$ cat config.mk
export PLATFORM = sky130hd
export DESIGN_NAME = ssc_seq_detect
export DESIGN_NICKNAME = d
export VERILOG_FILES = /design/src/rtl/core/ssc_pkg.sv /design/src/rtl/core/ssc_seq_detect.sv
export SDC_FILE = /design/constraint.sdc
export NUM_CORES = 1
export LEC_CHECK = 0
export BUFFER_PORTS_ARGS = -buffer_cell sky130_fd_sc_hd__buf_2
export CORE_UTILIZATION = 30
export CTS_BUF_LIST = sky130_fd_sc_hd__clkbuf_4 sky130_fd_sc_hd__clkbuf_8
export DETAILED_ROUTE_END_ITERATION = 12
export HOLD_SLACK_MARGIN = 0.02
export PLACE_DENSITY = 0.56
export SLEW_MARGIN = 10
export SYNTH_ARGS = -nofsm -noshare
export SYNTH_HDL_FRONTEND = slang
export SYNTH_SLANG_ARGS = --single-unit
$ cat constraint.sdc
create_clock -name clk_i -period 6.25 [get_ports clk_i]
set_clock_uncertainty 0.05 [all_clocks]
set_input_delay 1.25 -clock clk_i [delete_from_list [all_inputs] [get_ports clk_i]]
set_output_delay 1.25 -clock clk_i [all_outputs]
set_load 0.1 [all_outputs]
$ cat src/rtl/core/ssc_pkg.sv
// Shared types and constants for the shellcode signature scanner.
// No dependencies; every other file of the scanner depends on this package.
`timescale 1ns / 1ps

package ssc_pkg;

  // Byte position and reported offsets
  localparam int unsigned POS_W = 32;

  // Configuration register widths and reset values
  localparam int unsigned NOP_W      = 7;
  localparam int unsigned XMIN_W     = 7;
  localparam int unsigned PMIN_W     = 6;
  localparam int unsigned CFG_IDX_W  = 2;
  localparam int unsigned CFG_DATA_W = 7;

  localparam logic [NOP_W-1:0]  NOP_RUN_RESET  = 7'd16;
  localparam logic [XMIN_W-1:0] XOR_MIN_RESET  = 7'd39;
  localparam logic [PMIN_W-1:0] PUSH_MIN_RESET = 6'd4;

  // Configuration register indexes
  typedef enum logic [CFG_IDX_W-1:0] {
    CFG_NOP_RUN  = 2'd0,
    CFG_XOR_MIN  = 2'd1,
    CFG_PUSH_MIN = 2'd2
  } cfg_idx_e;

  // XOR window detector
  localparam int unsigned XOR_SCAN_LIMIT = 2097152;
  localparam int unsigned XOR_WINDOW     = 64;
  localparam int unsigned XOR_FILL_W     = $clog2(XOR_WINDOW);
  localparam int unsigned XOR_CNT_W      = $clog2(XOR_WINDOW + 1);
  localparam int unsigned XOR_KEYS       = 256;

  // Stack string detector
  localparam int unsigned PUSH_SPAN  = 32;
  localparam int unsigned PUSH_CNT_W = $clog2(PUSH_SPAN + 1);

  // Sled run counter
  localparam int unsigned RUN_W = 7;

  // Opcode bytes
  localparam logic [7:0] OP_NOP       = 8'h90;
  localparam logic [7:0] OP_CALL      = 8'hE8;
  localparam logic [7:0] POP_MASK     = 8'hF8;
  localparam logic [7:0] OP_POP_BASE  = 8'h58;
  localparam logic [7:0] FST_B0       = 8'hD9;
  localparam logic [7:0] FST_B1       = 8'hEE;
  localparam logic [7:0] FST_B3       = 8'h74;
  localparam logic [7:0] FST_B4       = 8'h24;
  localparam logic [7:0] FST_B5       = 8'hF4;
  localparam logic [7:0] ROR_B0       = 8'hC1;
  localparam logic [7:0] ROR_B1       = 8'hCF;
  localparam logic [7:0] ROR_B2       = 8'h0D;
  localparam logic [7:0] OP_PUSH      = 8'h68;
  localparam logic [7:0] PRINT_LO     = 8'h20;
  localparam logic [7:0] PRINT_HI     = 8'h7E;

  // Flag plus offset of the first occurrence of a signature
  typedef struct packed {
    logic             hit;
    logic [POS_W-1:0] off;
  } hit_t;

  // Sequence detector view of the buffer after the current beat
  typedef struct packed {
    logic             sled_found;
    logic [POS_W-1:0] sled_offset;
    logic             getpc_found;
    logic [POS_W-1:0] getpc_offset;
    logic             ror_found;
    logic [POS_W-1:0] ror_offset;
    logic             stack_hit;
  } seq_report_t;

  function automatic logic is_print(input logic [7:0] c);
    return (c >= PRINT_LO) && (c <= PRINT_HI);
  endfunction

endpackage

$ cat src/rtl/core/ssc_seq_detect.sv
// Byte sequence detectors: NOP sled, GetPC, ROR-13 hash and stack strings.
// Depends on ssc_pkg.
`timescale 1ns / 1ps

module ssc_seq_detect (
  input  logic                       clk_i,
  input  logic                       rst_ni,
  input  logic                       beat_i,
  input  logic                       clear_i,
  input  logic [7:0]                 data_byte_i,
  input  logic [ssc_pkg::POS_W-1:0]  pos_i,
  input  logic [ssc_pkg::NOP_W-1:0]  nop_run_i,
  input  logic [ssc_pkg::PMIN_W-1:0] push_min_i,
  output ssc_pkg::seq_report_t       report_o
);
  import ssc_pkg::*;

  logic [7:0]            recent_q [5];
  logic [RUN_W-1:0]      run_q, run_d;
  hit_t                  sled_q, sled_d, call_q, call_d, fst_q, fst_d, ror_q, ror_d;
  logic [PUSH_SPAN-1:0]  marks_q, marks_d;
  logic [PUSH_CNT_W-1:0] pcnt_q, pcnt_d;
  logic                  stack_q, stack_d;
  logic [NOP_W-1:0]      need;
  logic                  is_nop, sled_c, call_c, fst_c, ror_c, push_q_c, push_en;
  logic [7:0]            b;

  assign b = data_byte_i;

  // Sled run length, saturating
  assign is_nop = (b == OP_NOP);
  assign need   = (nop_run_i == '0) ? NOP_W'(1) : nop_run_i;
  always_comb begin
    run_d = '0;
    if (is_nop) begin
      run_d = (run_q == '1) ? run_q : run_q + 1'b1;
    end
  end
  assign sled_c = is_nop && (RUN_W'(run_d) >= RUN_W'(need));

  // GetPC and ROR-13 patterns over the last five bytes plus this one
  assign call_c = (recent_q[0] == OP_CALL) && (recent_q[1] == 8'h00) &&
                  (recent_q[2] == 8'h00) && (recent_q[3] == 8'h00) &&
                  (recent_q[4] == 8'h00) && ((b & POP_MASK) == OP_POP_BASE);
  assign fst_c  = (recent_q[0] == FST_B0) && (recent_q[1] == FST_B1) &&
                  (recent_q[2] == FST_B0) && (recent_q[3] == FST_B3) &&
                  (recent_q[4] == FST_B4) && (b == FST_B5);
  assign ror_c  = (recent_q[3] == ROR_B0) && (recent_q[4] == ROR_B1) && (b == ROR_B2);

  // First-hit capture
  always_comb begin
    sled_d = sled_q;
    call_d = call_q;
    fst_d  = fst_q;
    ror_d  = ror_q;
    if (!sled_q.hit && sled_c) begin
      sled_d = '{hit: 1'b1, off: pos_i - POS_W'(need) + POS_W'(1)};
    end
    if (!call_q.hit && call_c) begin
      call_d = '{hit: 1'b1, off: pos_i - POS_W'(5)};
    end
    if (!fst_q.hit && fst_c) begin
      fst_d = '{hit: 1'b1, off: pos_i - POS_W'(5)};
    end
    if (!ror_q.hit && ror_c) begin
      ror_d = '{hit: 1'b1, off: pos_i - POS_W'(2)};
    end
  end

  // Push marks: push at pos-4 qualifies once its four operand bytes are in
  assign push_en  = (pos_i >= POS_W'(4));
  assign push_q_c = (recent_q[1] == OP_PUSH) &&
                    ((recent_q[2] == 8'h00) || is_print(recent_q[2])) &&
                    ((recent_q[3] == 8'h00) || is_print(recent_q[3])) &&
                    ((recent_q[4] == 8'h00) || is_print(recent_q[4])) &&
                    ((b == 8'h00) || is_print(b));

  // Running count of set marks: add the new one, drop the one shifted out
  always_comb begin
    marks_d = marks_q;
    pcnt_d  = pcnt_q;
    if (push_en) begin
      marks_d = {marks_q[PUSH_SPAN-2:0], push_q_c};
      pcnt_d  = pcnt_q + PUSH_CNT_W'(push_q_c) - PUSH_CNT_W'(marks_q[PUSH_SPAN-1]);
    end
  end
  assign stack_d = stack_q | (PMIN_W'(pcnt_d) >= push_min_i);

  always_ff @(posedge clk_i or negedge rst_ni) begin
    if (!rst_ni) begin
      for (int i = 0; i < 5; i++) begin
        recent_q[i] <= '0;
      end
      run_q   <= '0;
      sled_q  <= '0;
      call_q  <= '0;
      fst_q   <= '0;
      ror_q   <= '0;
      marks_q <= '0;
      pcnt_q  <= '0;
      stack_q <= 1'b0;
    end else if (beat_i) begin
      if (clear_i) begin
        for (int i = 0; i < 5; i++) begin
          recent_q[i] <= '0;
        end
        run_q   <= '0;
        sled_q  <= '0;
        call_q  <= '0;
        fst_q   <= '0;
        ror_q   <= '0;
        marks_q <= '0;
        pcnt_q  <= '0;
        stack_q <= 1'b0;
      end else begin
        for (int i = 0; i < 4; i++) begin
          recent_q[i] <= recent_q[i+1];
        end
        recent_q[4] <= b;
        run_q   <= run_d;
        sled_q  <= sled_d;
        call_q  <= call_d;
        fst_q   <= fst_d;
        ror_q   <= ror_d;
        marks_q <= marks_d;
        pcnt_q  <= pcnt_d;
        stack_q <= stack_d;
      end
    end
  end

  // Report as it stands after this beat; call-pop wins over fstenv
  always_comb begin
    report_o.sled_found   = sled_d.hit;
    report_o.sled_offset  = sled_d.hit ? sled_d.off : '0;
    report_o.getpc_found  = call_d.hit | fst_d.hit;
    report_o.getpc_offset = call_d.hit ? call_d.off : (fst_d.hit ? fst_d.off : '0);
    report_o.ror_found    = ror_d.hit;
    report_o.ror_offset   = ror_d.hit ? ror_d.off : '0;
    report_o.stack_hit    = stack_d;
  end

endmodule
==> results.json <==
{
  "ys_seq_elements": 218,
  "end_kind": "primary output",
  "num_rows": 81,
  "overflow": 0,
  "cellLeakagePower_nw": 8.23,
  "synth_edf_count": 0,
  "die_area_sq_um": 50800,
  "worstSetupPathType": "reg2out",
  "met1_usage": 0.286,
  "dr.first_iter.drc_count": 1190,
  "use_met3": 0.0359,
  "grt-busiest-layer": "met2",
  "synth_top_family_by_area": "compound AO/OA/AOI/OAI gates",
  "viasPerCell": 5.38,
  "setup_ws_ns": -0.0580,
  "grt_max_degree": 115,
  "path_clk_slew_ns": 0.06,
  "synth_xor_area_frac": 0.0555,
  "rrSetupSlack_ns": 1.68,
  "finalInstanceArea_sq_um": 18400,
  "synth_warnings": 0,
  "reg2reg_from": "recent_q[10]",
  "tightest_slew_ns": 1.13,
  "max_clock_freq_ghz": 0.159,
  "fp.coreArea_sq_um": 49100,
  "yosys.area.top_type_share": 0.364,
  "critPathBufInv": 2,
  "numPortBuffers": 156,
  "hpwl_um": 35600,
  "clock_latency_ns": 0.61,
  "synth.area.mux_share": 0.0128,
  "synth_top_area_cell": "dfrtp_1",
  "mostFrequentLayoutCell": "dfrtp_1",
  "drive_gt1_frac": 0.205,
  "cts_root_buf": "clkbuf_8",
  "hp-class": "reg2reg",
  "dpl-instance-area_sq_um": 17400,
  "slew_violations": 0,
  "critical_path.max_stage_delay_ns": 0.54,
  "dp.cells": 2526,
  "syn_area_sq_um": 15000,
  "fin_setup_tns_ns": -0.0580,
  "synthTopCellsByArea": "dfrtp_1 (36%), ha_1 (7.2%), a21oi_1 (5.8%)",
  "finalCritPeriodShare": 1.01,
  "seq_area_frac_synth": 0.364,
  "drtAntennaViolNets": 0,
  "post_cts_buffers": 0,
  "cp_cell_sequence": "or4_4, or4b_4, a2111oi_4, o221ai_2, ha_1, inv_2, ha_4, fa_2, mux2_4, ha_4, a21o_1, a21oi_1, nor2b_1, o21ai_1, nand2b_1, a211o_1, buf_12",
  "area_growth_pct": 23.0,
  "r2r_end": "stack_q",
  "routedWlPerCell_um": 19.3,
  "cp_max_fo": 2,
  "grt_pass1_vias": 13338,
  "worstPathRequired_ns": 4.95,
  "setup_viol": 1,
  "relSlewSlack": 0.246,
  "synth_fa_ha_area_frac": 0.0745,
  "layout_common_cells": "dfrtp_1 (218), a21oi_1 (172), nand2_1 (160)",
  "min_to": "fst_q[2]",
  "async_flop_share": 1.00,
  "hold_violations": 0,
  "antenna_found_initial": 1,
  "period_minus_slack_ns": 6.31,
  "ys.flop_type": "dfrtp_1",
  "worstPathArrival_ns": 5.01,
  "ioPinCount": 157,
  "powerDensity_nw_per_um2": 201,
  "numCtsBuffers": 42,
  "cts_tree": "done",
  "rsz0062_at_grt": "true",
  "crit_top_cell": "ha_4",
  "ys_types": 75,
  "htreeDepth": 2,
  "drc": 0,
  "cts.path.max_buffers": 3,
  "wl_um": 50200,
  "synth_compound_area_frac": 0.271,
  "cap_violations": 0,
  "firstDrtPassIters": 5,
  "reg2reg_depth": 17,
  "cpLargestDelayFamily": "compound AO/OA/AOI/OAI gates",
  "grt_pass1_wl_um": 78700,
  "cpMaxStageDelayCell": "or4_4",
  "die_w_um": 225,
  "place.gp.congestion": 0.932,
  "worst_ir_drop_vdd_v": 0.000136,
  "synth_nets": 1883,
  "initial_core_util": 0.305,
  "grt_use_total": 0.198,
  "violations": "setup timing",
  "layout.cells.non_filler": 2602,
  "cts.sinks": 218,
  "die_h_um": 225,
  "nFillCells": 5008,
  "syn_area_per_cell_sq_um": 8.62,
  "hold_path_depth": 1,
  "grtUsageMet2": 0.295,
  "final_net_count": 2050,
  "synthCells": 1738,
  "synth-simple-area-share": 0.165,
  "vias": 13993,
  "status": "finished with violations",
  "hold_path.startpoint": "fst_q[2]",
  "cp-start-kind": "flop"
}
## Yosys cell counts (7+ instances only)
cell	number
mux2_2	9
a21o_1	16
buf_2	10
o21ai_0	69
inv_1	98
dfrtp_1	218
o31ai_1	34
nor4_1	9
nand2_1	160
clkbuf_1	91
a221oi_1	13
nor3_1	22
nand4_1	19
a31o_2	41
ha_1	86
nor2b_1	69
o21bai_1	7
xnor2_1	84
a21oi_1	174
xor2_1	11
o2bb2ai_1	87
mux2i_1	9
and3_1	13
nor2_1	142
nand3_1	27
a22oi_1	15
a22o_1	47
nand2b_1	9
o22ai_1	14
a31oi_1	10
o21ai_1	24
## how the worst max path moves through the flow
stage	from	end	slack [ns]	depth (start not counted)
after floorplan	data_byte_i[3]	report_o[78]	-0.50	11
after global placement	data_byte_i[1]	report_o[0]	-0.23	18
after detailed placement	data_byte_i[1]	report_o[0]	-0.19	18
after CTS	recent_q[10]	report_o[0]	-0.12	18
after global routing	recent_q[10]	report_o[0]	-0.32	17
final	recent_q[10]	report_o[0]	-0.06	17
## per-stage QoR
step	total power [mW]	hold slack [ns]	setup WS, ns	util
floorplan	1.85	0.399	-0.497	-
global placement	2.08	0.414	-0.229	0.354
detailed placement	2.08	0.416	-0.193	0.354
CTS	3.74	0.434	-0.117	0.375
global route	3.88	0.448	-0.320	0.375
finish	3.70	0.430	-0.0580	0.375
## power by group
group	internal, mW	switching (mW)
logic	0.216	0.398
registers	1.44	0.0207
clock network	0.952	0.676
total	2.61	1.09
## cell families (layout without fill, tap and decap cells)
kind of cell / after synthesis / after routing
other: 0 / 1
buffers and inverters: 212 / 411
XOR/XNOR: 95 / 95
adder cells (fa/ha/maj): 88 / 88
AND/OR/NAND/NOR: 510 / 510
flip-flops: 218 / 218
multiplexers: 18 / 18
AO/OA/AOI/OAI: 597 / 597
## registers in the layout, summed over array words and instances, names as in the netlist, 6 cells and up
register,count
call_q,33
run_q,7
marks_q,32
recent_q,40
pcnt_q,6
fst_q,33
sled_q,33
ror_q,33
## timing repair
item / in CTS / in global routing
endpoints found under the setup margin: 1 / 3
pin swaps: 2 / 0
hold buffers: 0 / 0
resized for setup: 12 / 6
## routing by layer
layer  part of all wire  wire (um)
met5                  0          0
met4              0.031       1540
met3              0.056       2800
met2               0.44      21900
met1               0.48      24000
## area by class of cell
cell class	count	area, sq um	share of cell area
Clock buffer	65	851	0.0462
Sequential cell	218	5460	0.296
Timing Repair Buffer	235	1980	0.107
Multi-Input combinational cell	1308	8810	0.479
Inverter	100	378	0.0205
Clock inverter	11	109	0.00591
Antenna cell	1	2.50	0.000136
Tap cell	664	831	0.0451
Power figures use the tool's default switching activity.
